### config.mk
export PLATFORM = sky130hd
export DESIGN_NAME = pulse_width_symbol_decoder_top
export DESIGN_NICKNAME = d
export VERILOG_FILES = /design/src/rtl/pwsd_pkg.sv /design/src/rtl/pulse_width_symbol_decoder_top.sv /design/src/rtl/pwsd_csr.sv /design/src/rtl/pwsd_core.sv /design/src/rtl/pwsd_out_stage.sv
export SDC_FILE = /design/constraint.sdc
export NUM_CORES = 1
export LEC_CHECK = 0
export ABC_AREA = 1
export BUFFER_PORTS_ARGS = -buffer_cell sky130_fd_sc_hd__buf_4
export CORE_MARGIN = 5
export CORE_UTILIZATION = 35
export DETAILED_ROUTE_END_ITERATION = 10
export GPL_ROUTABILITY_DRIVEN = 1
export HOLD_SLACK_MARGIN = 0.05
export PLACE_DENSITY_LB_ADDON = 0.25
export SLEW_MARGIN = 20
export SYNTH_ARGS = -nofsm -noshare
export SYNTH_HDL_FRONTEND = slang
export SYNTH_SLANG_ARGS = --single-unit
export TNS_END_PERCENT = 30
### constraint.sdc
create_clock -name clock -period 3.9 [get_ports clock]
set_input_delay 0.195 -clock clock [delete_from_list [all_inputs] [get_ports clock]]
set_output_delay 0.195 -clock clock [all_outputs]
set_load 0.005 [all_outputs]
### src/rtl/pwsd_pkg.sv
// ----------------------------------------------------------------------------
// Pulse-width symbol decoder package
// Shared types, register indexes and reset values for the time-code decoder.
// ----------------------------------------------------------------------------
package pwsd_pkg;

   // Configuration register indexes.
   localparam logic [2:0] REG_WINDOW_ZERO  = 3'd0;
   localparam logic [2:0] REG_WINDOW_ONE   = 3'd1;
   localparam logic [2:0] REG_WINDOW_TWO   = 3'd2;
   localparam logic [2:0] REG_WINDOW_THREE = 3'd3;
   localparam logic [2:0] REG_SYNC_GAP     = 3'd4;
   localparam logic [2:0] REG_FRAME_LENGTH = 3'd5;

   // Register reset values.
   localparam logic [31:0] RST_WINDOW_ZERO  = 32'd215616690;
   localparam logic [31:0] RST_WINDOW_ONE   = 32'd431233410;
   localparam logic [31:0] RST_WINDOW_TWO   = 32'd645539410;
   localparam logic [31:0] RST_WINDOW_THREE = 32'd860500760;
   localparam logic [15:0] RST_SYNC_GAP     = 16'd32768;
   localparam logic [4:0]  RST_FRAME_LENGTH = 5'd21;

   // Symbol code of a sync mark.
   localparam logic [2:0] SYM_SYNC = 3'd4;

   // Line edge event or rearm request.
   localparam logic FUNC_EDGE  = 1'b0;
   localparam logic FUNC_REARM = 1'b1;

   // Pulse timing phase.
   typedef enum logic [1:0] {
      PH_WAIT = 2'd0,
      PH_LOW  = 2'd1,
      PH_HIGH = 2'd2
   } phase_type;

   // Configuration as seen by the decoder.
   typedef struct packed {
      logic [3:0][31:0] windows;
      logic [15:0]      sync_gap;
      logic [4:0]       frame_length;
   } cfg_type;

   // One decoded result item.
   typedef struct packed {
      logic [2:0] symbol;
      logic [4:0] position;
      logic       frame_done;
      logic [4:0] sync_position;
   } result_type;

endpackage

### src/rtl/pulse_width_symbol_decoder_top.sv
// ----------------------------------------------------------------------------
// Pulse-width symbol decoder
// Decodes time-code symbols from line edge events.
// ----------------------------------------------------------------------------
// Usage:
// Each req_ item is either a line edge (req_func low) with the new level and
// the tick count since the previous edge, or a rearm (req_func high). A low
// pulse is matched against four windows to give data symbols 0 to 3; a long
// high gap ending in a falling edge gives sync symbol 4. Each symbol leaves
// on the rsp_ channel with its frame position, the frame-done flag and the
// position of the last sync. After a completed frame edges are ignored until
// a rearm item arrives.
// Timing: an item is registered on acceptance and decoded from the input
// register; when the result slot is free, a result that carries a symbol is
// loaded into the result register and shown on rsp_. One item is accepted
// every cycle while req_stall is low. When rsp_stall holds a pending
// result, the input register holds its item and req_stall rises until the
// result slot drains. Reset clears the channels and the decode state
// (disarmed) and loads the default register values. Registers are to be
// written through csr_ only while idle; the block does not enforce this.
// ----------------------------------------------------------------------------
module pulse_width_symbol_decoder_top #(
   parameter int MAX_FRAME = 31
) (
   input  logic        clock,
   input  logic        reset,
   input  logic        req_valid,
   output logic        req_stall,
   input  logic        req_func,
   input  logic        req_level,
   input  logic [15:0] req_interval,
   output logic        rsp_valid,
   input  logic        rsp_stall,
   output logic [2:0]  rsp_symbol,
   output logic [4:0]  rsp_position,
   output logic        rsp_frame_done,
   output logic [4:0]  rsp_sync_position,
   input  logic        csr_valid,
   output logic        csr_ready,
   input  logic [2:0]  csr_index,
   input  logic [31:0] csr_wdata
);

   pwsd_pkg::cfg_type    cfg;
   pwsd_pkg::result_type result;
   pwsd_pkg::result_type rsp_data;
   logic                 push;
   logic                 out_free;

   // Configuration registers.
   pwsd_csr u_csr (
      .clock     (clock),
      .reset     (reset),
      .csr_valid (csr_valid),
      .csr_ready (csr_ready),
      .csr_index (csr_index),
      .csr_wdata (csr_wdata),
      .cfg       (cfg)
   );

   // Input register and decode.
   pwsd_core #(
      .MAX_FRAME (MAX_FRAME)
   ) u_core (
      .clock        (clock),
      .reset        (reset),
      .req_valid    (req_valid),
      .req_stall    (req_stall),
      .req_func     (req_func),
      .req_level    (req_level),
      .req_interval (req_interval),
      .cfg          (cfg),
      .out_free     (out_free),
      .push         (push),
      .result       (result)
   );

   // Result register.
   pwsd_out_stage u_out (
      .clock     (clock),
      .reset     (reset),
      .push      (push),
      .result    (result),
      .out_free  (out_free),
      .rsp_valid (rsp_valid),
      .rsp_stall (rsp_stall),
      .rsp_data  (rsp_data)
   );

   assign rsp_symbol        = rsp_data.symbol;
   assign rsp_position      = rsp_data.position;
   assign rsp_frame_done    = rsp_data.frame_done;
   assign rsp_sync_position = rsp_data.sync_position;

endmodule

### src/rtl/pwsd_csr.sv
// ----------------------------------------------------------------------------
// Pulse-width symbol decoder configuration registers
// Holds the four low-width windows, the sync gap and the frame length.
// ----------------------------------------------------------------------------
module pwsd_csr (
   input  logic              clock,
   input  logic              reset,
   input  logic              csr_valid,
   output logic              csr_ready,
   input  logic [2:0]        csr_index,
   input  logic [31:0]       csr_wdata,
   output pwsd_pkg::cfg_type cfg
);

   pwsd_pkg::cfg_type cfg_ff;
   pwsd_pkg::cfg_type cfg_in;

   // Writes are always taken.
   assign csr_ready = 1'b1;
   assign cfg       = cfg_ff;

   // Decode the register index; unknown indexes are dropped.
   always_comb begin
      cfg_in = cfg_ff;
      if (csr_valid) begin
         case (csr_index)
            pwsd_pkg::REG_WINDOW_ZERO:  cfg_in.windows[0]   = csr_wdata;
            pwsd_pkg::REG_WINDOW_ONE:   cfg_in.windows[1]   = csr_wdata;
            pwsd_pkg::REG_WINDOW_TWO:   cfg_in.windows[2]   = csr_wdata;
            pwsd_pkg::REG_WINDOW_THREE: cfg_in.windows[3]   = csr_wdata;
            pwsd_pkg::REG_SYNC_GAP:     cfg_in.sync_gap     = csr_wdata[15:0];
            pwsd_pkg::REG_FRAME_LENGTH: cfg_in.frame_length = csr_wdata[4:0];
            default: cfg_in = cfg_ff;
         endcase
      end
   end

   // Register file with reset values.
   always_ff @(posedge clock) begin
      if (reset) begin
         cfg_ff.windows[0]   <= pwsd_pkg::RST_WINDOW_ZERO;
         cfg_ff.windows[1]   <= pwsd_pkg::RST_WINDOW_ONE;
         cfg_ff.windows[2]   <= pwsd_pkg::RST_WINDOW_TWO;
         cfg_ff.windows[3]   <= pwsd_pkg::RST_WINDOW_THREE;
         cfg_ff.sync_gap     <= pwsd_pkg::RST_SYNC_GAP;
         cfg_ff.frame_length <= pwsd_pkg::RST_FRAME_LENGTH;
      end else begin
         cfg_ff <= cfg_in;
      end
   end

endmodule

### src/rtl/pwsd_core.sv
// ----------------------------------------------------------------------------
// Pulse-width symbol decoder core
// Input register, decode state and the single-pass symbol decode logic.
// ----------------------------------------------------------------------------
module pwsd_core #(
   parameter int MAX_FRAME = 31
) (
   input  logic                 clock,
   input  logic                 reset,
   input  logic                 req_valid,
   output logic                 req_stall,
   input  logic                 req_func,
   input  logic                 req_level,
   input  logic [15:0]          req_interval,
   input  pwsd_pkg::cfg_type    cfg,
   input  logic                 out_free,
   output logic                 push,
   output pwsd_pkg::result_type result
);

   localparam logic [4:0] MaxLength = 5'(MAX_FRAME);

   // Input register.
   logic        in_valid_ff;
   logic        in_func_ff;
   logic        in_level_ff;
   logic [15:0] in_interval_ff;

   // Decode state.
   pwsd_pkg::phase_type phase_ff, phase_in;
   logic [4:0]          count_ff, count_in;
   logic [4:0]          sync_ff, sync_in;
   logic                armed_ff, armed_in;

   logic       consume;
   logic       hit;
   logic [2:0] sym;
   logic [3:0] in_win;
   logic [4:0] eff_length;
   logic [4:0] count_inc;
   logic       done;

   // An item leaves the input register once the result slot can take it.
   assign consume   = in_valid_ff && out_free;
   assign req_stall = in_valid_ff && !out_free;
   assign push      = consume && hit;

   // Window matches: strictly inside both bounds.
   always_comb begin
      for (int i = 0; i < 4; i++) begin
         in_win[i] = (in_interval_ff > cfg.windows[i][15:0]) &&
                     (in_interval_ff < cfg.windows[i][31:16]);
      end
   end

   // Clamp the frame length to one through the largest frame.
   always_comb begin
      if (cfg.frame_length == 5'd0) begin
         eff_length = 5'd1;
      end else if (cfg.frame_length > MaxLength) begin
         eff_length = MaxLength;
      end else begin
         eff_length = cfg.frame_length;
      end
   end

   assign count_inc = count_ff + 5'd1;
   assign done      = count_inc >= eff_length;

   // Next state and result for the item in the input register.
   always_comb begin
      phase_in = phase_ff;
      count_in = count_ff;
      sync_in  = sync_ff;
      armed_in = armed_ff;
      hit      = 1'b0;
      sym      = 3'd0;
      if (in_func_ff == pwsd_pkg::FUNC_REARM) begin
         armed_in = 1'b1;
         phase_in = pwsd_pkg::PH_WAIT;
         count_in = 5'd0;
         sync_in  = 5'd0;
      end else if (armed_ff) begin
         case (phase_ff)
            pwsd_pkg::PH_WAIT: begin
               if (!in_level_ff) begin
                  phase_in = pwsd_pkg::PH_LOW;
               end
            end
            pwsd_pkg::PH_LOW: begin
               if (in_level_ff) begin
                  phase_in = pwsd_pkg::PH_HIGH;
                  hit      = |in_win;
                  if (in_win[0]) begin
                     sym = 3'd0;
                  end else if (in_win[1]) begin
                     sym = 3'd1;
                  end else if (in_win[2]) begin
                     sym = 3'd2;
                  end else begin
                     sym = 3'd3;
                  end
               end
            end
            pwsd_pkg::PH_HIGH: begin
               if (!in_level_ff) begin
                  phase_in = pwsd_pkg::PH_LOW;
                  if (in_interval_ff > cfg.sync_gap) begin
                     hit     = 1'b1;
                     sym     = pwsd_pkg::SYM_SYNC;
                     sync_in = count_ff;
                  end
               end
            end
            default: phase_in = phase_ff;
         endcase
         // Symbol bookkeeping and end of frame.
         if (hit) begin
            count_in = count_inc;
            if (done) begin
               armed_in = 1'b0;
               phase_in = pwsd_pkg::PH_WAIT;
               count_in = 5'd0;
            end
         end
      end
   end

   assign result.symbol        = sym;
   assign result.position      = count_ff;
   assign result.frame_done    = done;
   assign result.sync_position = sync_in;

   // Input register control.
   always_ff @(posedge clock) begin
      if (reset) begin
         in_valid_ff <= 1'b0;
      end else if (req_valid && !req_stall) begin
         in_valid_ff <= 1'b1;
      end else if (consume) begin
         in_valid_ff <= 1'b0;
      end
   end

   // Input payload.
   always_ff @(posedge clock) begin
      if (req_valid && !req_stall) begin
         in_func_ff     <= req_func;
         in_level_ff    <= req_level;
         in_interval_ff <= req_interval;
      end
   end

   // State update once per consumed item.
   always_ff @(posedge clock) begin
      if (reset) begin
         phase_ff <= pwsd_pkg::PH_WAIT;
         count_ff <= 5'd0;
         sync_ff  <= 5'd0;
         armed_ff <= 1'b0;
      end else if (consume) begin
         phase_ff <= phase_in;
         count_ff <= count_in;
         sync_ff  <= sync_in;
         armed_ff <= armed_in;
      end
   end

   // A completed frame disarms the decoder.
   assert property (@(posedge clock) disable iff (reset)
      push && result.frame_done |=> !armed_ff)
      else $error("armed after frame done");

   // A sync symbol records its own position.
   assert property (@(posedge clock) disable iff (reset)
      push && result.symbol == pwsd_pkg::SYM_SYNC |-> result.sync_position == result.position)
      else $error("sync position mismatch");

   // Nothing is decoded while disarmed.
   assert property (@(posedge clock) disable iff (reset)
      !armed_ff |-> !push)
      else $error("result while disarmed");

   // A rearm item restarts progress.
   assert property (@(posedge clock) disable iff (reset)
      consume && in_func_ff == pwsd_pkg::FUNC_REARM |=> armed_ff && count_ff == 5'd0)
      else $error("rearm did not restart");

endmodule

### src/rtl/pwsd_out_stage.sv
// ----------------------------------------------------------------------------
// Pulse-width symbol decoder output stage
// Result register that holds one item until the receiver takes it.
// ----------------------------------------------------------------------------
module pwsd_out_stage (
   input  logic                 clock,
   input  logic                 reset,
   input  logic                 push,
   input  pwsd_pkg::result_type result,
   output logic                 out_free,
   output logic                 rsp_valid,
   input  logic                 rsp_stall,
   output pwsd_pkg::result_type rsp_data
);

   logic                 valid_ff;
   pwsd_pkg::result_type data_ff;

   // The slot is free when empty or when its item leaves this cycle.
   assign out_free  = !valid_ff || !rsp_stall;
   assign rsp_valid = valid_ff;
   assign rsp_data  = data_ff;

   // Valid flag.
   always_ff @(posedge clock) begin
      if (reset) begin
         valid_ff <= 1'b0;
      end else if (push) begin
         valid_ff <= 1'b1;
      end else if (!rsp_stall) begin
         valid_ff <= 1'b0;
      end
   end

   // Result payload.
   always_ff @(posedge clock) begin
      if (push) begin
         data_ff <= result;
      end
   end

endmodule
==> results of run 1 <==
## state kept, by name, summed over array words and instances (netlist names)
name and count:
u_csr.cfg 149, u_core.in_interval_ff 16, u_out.rsp_data 14, u_core.count_ff 5, u_core.sync_ff 5, u_core.phase_ff 2, u_core.armed_ff 1, u_core.in_func_ff 1
u_core.in_level_ff 1, u_core.in_valid_ff 1, u_out.rsp_valid 1
## tightest hold or removal path: stages
cell and delay (ps):
buf_4 110, o21ai_0 80, a21oi_1 100
## area by class of cell
class,count,area share (%)
Tap cell,390,3.871
Clock inverter,13,1.092
Clock buffer,19,3.434
Timing Repair Buffer,132,8.932
Multi-Input combinational cell,853,42.57
Inverter,216,6.441
Sequential cell,196,33.66
## repair_timing
item | CTS | global route
endpoints found under the setup margin | 0 | 0
endpoints found under the hold margin | 85 | 0
gates resized for setup | 0 | 0
setup buffers | 0 | 0
hold buffers | 49 | 0
## metal layers
| layer | part of all wire, % | wire [um] | vias up | track usage (%) |
|---|---|---|---|---|
| met1 | 47 | 13280 | 4006 | 22.07 |
| met5 | 0 | 0 | - | 0 |
| met2 | 49 | 13670 | 129 | 29.29 |
| met4 | 1.6 | 440 | 0 | 3.697 |
| li1 | - | - | 4600 | - |
| met3 | 2.6 | 743 | 29 | 2.632 |
## stage by stage
stage / util [%] / hold WS [ps]
final: 42.31 / 81.99
after global routing: 42.31 / 76.69
after CTS: 42.31 / 65.77
after detailed placement: 38.75 / 374.6
after global placement: 38.75 / 374.7
after floorplan: - / 293.9
## cells in the final DEF, fill, tap and decap left out, types with 24 or more instances in the layout
cell type | Yosys | layout
a21oi_1 | 160 | 160
buf_4 | 1 | 82
dfxtp_1 | 164 | 164
dlygate4sd3_1 | 0 | 49
edfxtp_1 | 32 | 32
ha_1 | 150 | 150
inv_1 | 204 | 203
nand2_1 | 214 | 214
nand3_1 | 24 | 24
nor2_1 | 64 | 63
o211ai_1 | 56 | 56
o21ai_0 | 100 | 100
## worst max-delay path by stage
stage,endpoint,cells past startpoint
6_report,u_out.rsp_data[13]$_SDFFCE_PP0P_,12
5_1_grt,u_out.rsp_data[13]$_SDFFCE_PP0P_,12
4_1_cts,u_out.rsp_data[13]$_SDFFCE_PP0P_,12
3_5_place_dp,u_out.rsp_data[0]$_DFFE_PP_,12
3_3_place_gp,u_out.rsp_data[4]$_DFFE_PP_,12
2_1_floorplan,u_out.rsp_data[0]$_DFFE_PP_,12
## synthesized netlist by cell type (2+ instances only)
library cell	number
nor2_1	64
nand3b_1	3
clkbuf_1	41
nor4_1	3
nand4_1	15
nand2_4	2
a21oi_1	160
inv_2	10
nor4_2	2
edfxtp_1	32
inv_1	204
dfxtp_1	164
o21a_1	8
o211ai_1	56
nor2_2	3
nand2_1	214
nor3_1	10
o21ai_1	13
o21bai_1	4
nand2_2	3
buf_2	5
nand3_1	24
nand3_2	4
clkinv_1	2
xor2_1	2
ha_1	150
o21ai_0	100
## power breakdown
group	total, mW	internal (mW)	switching (mW)
combinational	0.676	0.281	0.394
clock	1.75	0.907	0.846
sequential	2.19	2.13	0.0667
## logic make-up (layout without fill, tap and decap cells)
family | count (synthesis) | count (layout) | synth area share [%]
DFF | 196 | 196 | 40.04
buffers and inverters | 264 | 380 | 9.444
adders and majority gates | 150 | 150 | 17.71
xor gates and xnor gates | 3 | 3 | 0.2479
and+or+nand+nor | 351 | 351 | 14.30
AOI/OAI and AO/OA | 348 | 348 | 18.23
other | 1 | 1 | 0.03538
==> flow_metrics.py, run 1 <==
metrics = {
    "floorplanning": {
        "fp.coreArea_sq_um": 29800,
        "num_rows": 63,
        "start_util_pct": 35.57,
        "die_height_um": 184.0,
        "io_pins": 75,
        "fp.dieW_um": 184.0,
        "die_area_sq_um": 33860,
    },
    "placement": {
        "place_ws_ps": 866.3,
        "dp_cells": 1738,
        "portBuffers": 73,
        "placed_area_sq_um": 11550,
        "dp_hpwl_um": 20510,
        "gp_congestion": 0.8131,
    },
    "power": {
        "peakVddDrop_mv": 0.2127,
        "fin_total_pwr_mw": 4.622,
        "power_density_nw_per_um2": 366.6,
        "leakage_nw": 5.718,
    },
    "timing": {
        "min_period_ps": 3018,
        "setup_ws_ps": 881.8,
        "slew_headroom_pct": 42.51,
        "min_period_over_period_pct": 77.39,
        "finalSetupTns_ps": 0,
        "hold_violations": 0,
        "setup_viol": 0,
        "finClkSkew_ps": 16.51,
        "tightest_slew_ps": 861.3,
        "drv_slew": 0,
        "fmax_mhz": 331.3,
        "rsz0062_at_grt": "false",
    },
    "layout": {
        "num-fill-cells": 2978,
        "multiInputGateArea_sq_um": 5366,
        "stdcell_count": 1819,
        "drive_gt1_share_pct": 10.08,
        "stdcell_area_sq_um": 12610,
        "seq_area_sq_um": 4244,
        "syn2layout_area_growth_pct": 18.95,
        "num_antenna_cells": 0,
        "nNetsFinal": 1624,
    },
    "setup_path": {
        "r2r-start": "u_core.in_interval_ff[13]$_DFFE_PP_",
        "cp_num_buf_inv": 1,
        "r2r_cells": 12,
        "critical_path_class": "flop to flop",
        "rrSetupSlack_ps": 880,
        "setup.worst_path.start_class": "flop",
        "cp_top_family": "simple AND/OR/NAND/NOR gates",
        "cp.arrival_ps": 3090,
        "cp_max_fo": 14,
        "crit_path_end_kind": "flop",
        "cp_slowest_stage_delay_ps": 620,
        "timing.rr.end": "u_out.rsp_data[13]$_SDFFCE_PP0P_",
        "cp_cell_sequence": "ha_1 -> a21oi_1 -> nor2_1 -> nor3_1 -> nand2_1 -> nor2_1 -> nand3_2 -> nand2_4 -> o21ai_2 -> nand2_4 -> nand2_1 -> inv_1",
        "slowest_stage": "edfxtp_1",
        "worstSetupStartpoint": "u_core.in_interval_ff[13]$_DFFE_PP_",
        "required_ps": 3970,
    },
    "route": {
        "drtIter0Drc": 552,
        "routed_via_density": 4.818,
        "antenna_left": 0,
        "via_count": 8764,
        "wl_per_cell_um": 15.47,
        "drtPass1Iterations": 5,
        "drt_drc_violations_left": 0,
        "wl_um": 28140,
    },
    "synthesis": {
        "yosysWarnings": 0,
        "synthTopCellsByArea": "dfxtp_1 (31%), ha_1 (18%), edfxtp_1 (9.1%)",
        "synth_top_area_share_pct": 30.98,
        "async_flop_share_pct": 0,
        "ys_ff_latch": 196,
        "synth.net_count": 1521,
        "synth_top_area_cell": "dfxtp_1",
        "avgSynthCellArea_sq_um": 8.072,
        "ys_types": 42,
        "synth_edf_count": 32,
        "synth_area_sq_um": 10600,
        "ys.flop_type": "dfxtp_1",
        "syn_inst": 1313,
        "seq_area_frac_synth_pct": 40.04,
    },
    "outcome": {
        "status": "complete, no violations",
    },
    "clock_tree": {
        "cts.sinks": 196,
        "cts-buffers-inserted": 17,
        "clk_latency_ps": 440,
        "clkTransAtPathRegs_ps": 80,
        "htreeDepth": 4,
        "cts-root-buf": "clkbuf_16",
        "cts_tree": "done",
        "cts_buffer_depth": 2,
    },
    "grt": {
        "grt_start_max_net_pins": 156,
        "grt_pass1_vias": 8489,
        "grt_usage_pct": 16.83,
        "antenna_found_initial": 0,
        "overflow": 0,
        "grt_pass1_wl_um": 45220,
    },
    "worst_hold_path": {
        "whs_endpoint": "u_csr.cfg[148]$_SDFFE_PP0P_",
        "worstHoldStart": "csr_wdata[31]",
        "min_path_cells": 3,
        "hp-class": "input pin to flop",
    },
    "run": {
        "drv_cap": 0,
    },
}
(Power assumes the default switching activity.)
==> run 2, diff against run 1 <==
clock period = 2.4 ns   (was 3.9 ns; I/O delays follow)
==> run 2 against run 1 <==
The run now ends with setup timing left. Final cell count is 3.5% higher. Sequential share of layout area is 2.6 points lower. Hold slack better by 92 ps. Via count is 4.8% higher. Critical path depth is 3 higher. Clock power is 58% higher. Core utilization is 3.5 points higher.
==> flow_metrics.py, run 2 (synthesized netlist as in run 1, its figures left out) <==
metrics = {
    "timing": {
        "hold_violations": 0,
        "setup_ws_ps": -107.1,
        "setup_viol": 15,
        "drv_slew": 0,
        "tightest_slew_ps": 711.4,
        "rsz0062_at_grt": "true",
        "slew_headroom_pct": 52.51,
        "finClkSkew_ps": 9.852,
        "min_period_ps": 2507,
        "fmax_mhz": 398.9,
        "finalSetupTns_ps": -1297,
        "min_period_over_period_pct": 104.5,
    },
    "floorplanning": {
        "io_pins": 75,
        "die_area_sq_um": 33860,
        "start_util_pct": 35.57,
        "fp.dieW_um": 184.0,
        "die_height_um": 184.0,
        "num_rows": 63,
        "fp.coreArea_sq_um": 29800,
    },
    "layout": {
        "drive_gt1_share_pct": 18.29,
        "stdcell_area_sq_um": 13650,
        "num-fill-cells": 2981,
        "largest_reg_flops": 149,
        "nNetsFinal": 1689,
        "final_common_cell": "inv_1",
        "fin_util_pct": 45.81,
        "stdcell_count": 1883,
        "syn2layout_area_growth_pct": 28.78,
        "num_antenna_cells": 0,
        "final_cell_mix": "inv_1 (202), nand2_1 (192), dfxtp_1 (164)",
    },
    "power": {
        "leakage_nw": 6.120,
        "power_density_nw_per_um2": 562.6,
        "combPwrFrac_pct": 18.5,
        "p_switching_mw": 2.248,
        "peakVddDrop_mv": 0.3690,
        "netSwitchingFraction_pct": 29.27,
        "intPower_mw": 5.432,
        "pwr-share-seq_pct": 45.5,
        "p_clk_share_pct": 35.9,
    },
    "outcome": {
        "violations": "setup timing",
        "status": "finished, violations left",
    },
    "setup_path": {
        "critical_path_class": "flop to flop",
        "setup.worst_path.start_class": "flop",
        "rrSetupSlack_ps": -110,
        "endpoint": "u_out.rsp_data[13]$_SDFFCE_PP0P_",
        "r2r_cells": 15,
        "cp.arrival_ps": 2710,
        "crit_path_end_kind": "flop",
        "required_ps": 2600,
        "timing.rr.end": "u_out.rsp_data[13]$_SDFFCE_PP0P_",
        "worstSetupStartpoint": "u_core.in_interval_ff[15]$_DFFE_PP_",
        "r2r-start": "u_core.in_interval_ff[15]$_DFFE_PP_",
        "cp_max_fo": 9,
    },
    "clock_tree": {
        "clkTransAtPathRegs_ps": 80,
        "cts_tree": "done",
        "cts-root-buf": "clkbuf_16",
        "htreeDepth": 4,
        "clk_latency_ps": 440,
        "cts_buffer_depth": 2,
        "cts-buffers-inserted": 17,
        "cts.sinks": 196,
    },
    "route": {
        "drtIter0Drc": 476,
        "wl_per_cell_um": 15.23,
        "wl_um": 28680,
        "routed_via_density": 4.878,
        "via_count": 9186,
        "antenna_left": 0,
        "drt_drc_violations_left": 0,
        "drtPass1Iterations": 4,
    },
    "grt": {
        "overflow": 0,
        "grt_start_max_net_pins": 77,
        "antenna_found_initial": 0,
        "grt_pass1_wl_um": 45460,
        "grt_pass1_vias": 8856,
        "grt_usage_pct": 16.78,
    },
    "run": {
        "drv_cap": 0,
    },
    "placement": {
        "gp_congestion": 0.8254,
        "dp_hpwl_um": 19910,
        "place_ws_ps": -300.1,
        "placed_area_sq_um": 11870,
        "dp_cells": 1780,
        "portBuffers": 73,
    },
    "worst_hold_path": {
        "min_path_cells": 5,
        "hp-class": "input pin to flop",
    },
}
run 2: worst min path at each step:
stage / start / to / slack, ps
2_1_floorplan: req_func / u_core.in_func_ff$_DFFE_PP_ / 220
3_3_place_gp: req_interval[9] / u_core.in_interval_ff[9]$_DFFE_PP_ / 300
3_5_place_dp: req_level / u_core.in_level_ff$_DFFE_PP_ / 300
4_1_cts: csr_index[2] / u_csr.cfg[0]$_SDFFE_PP1P_ / 180
5_1_grt: csr_index[2] / u_csr.cfg[4]$_SDFFE_PP1P_ / 220
6_report: csr_index[2] / u_csr.cfg[0]$_SDFFE_PP1P_ / 170
run 2: timing repair:
| action | CTS | global route |
|---|---|---|
| setup buffers | 7 | 9 |
| hold buffers | 53 | 0 |
| pin swaps | 9 | 28 |
| resized for setup | 19 | 80 |
| cloned | 0 | 3 |
| setup endpoints to repair | 32 | 35 |
| hold endpoints to repair | 166 | 0 |
run 2: routing by layer:
metal,routed length [um],vias to the layer above,track usage (%)
li1,-,4725,-
met1,13360,4267,21.66
met2,13860,155,29.00
met3,861,39,2.632
met4,589,0,4.939
met5,0,-,0
run 2: layout make-up:
type | count | area (sq um) | area share [%]
clock buffers | 17 | 425.4 | 3.117
clock inverters | 14 | 123.9 | 0.9075
inverters | 216 | 818.3 | 5.995
multi-input cells | 853 | 5832 | 42.73
flip-flops and latches | 196 | 4244 | 31.09
well taps | 390 | 488.0 | 3.575
repair buffers | 197 | 1718 | 12.59
run 2: power groups by stage:
stage	clock network (mW)	logic, mW	registers [mW]
2_1_floorplan	0	0.701	3.59
6_report	2.76	1.42	3.50
4_1_cts	2.83	1.29	3.49
3_3_place_gp	0	1.16	3.57
3_5_place_dp	0	1.18	3.57
5_1_grt	2.95	1.61	3.51
run 2: worst max-delay path, stage by stage, from the launching register on:
cell and delay, ps:
edfxtp_1 380, buf_6 170, ha_1 300, nand2_1 80, buf_4 150, nor2_1 160
nand2_1 90, nand2_1 110, nor2_1 60, nand3_2 90, nand2_4 60, o21ai_4 150
nand2_4 80, nand2_4 70, clkinvlp_4 130, clkbuf_16 180
run 2: through the flow:
stage	power, mW	hold WS (ps)
5_1_grt	8.076	224.4
3_3_place_gp	4.731	298.1
6_report	7.680	173.7
2_1_floorplan	4.295	218.9
3_5_place_dp	4.752	300.4
4_1_cts	7.613	177.9
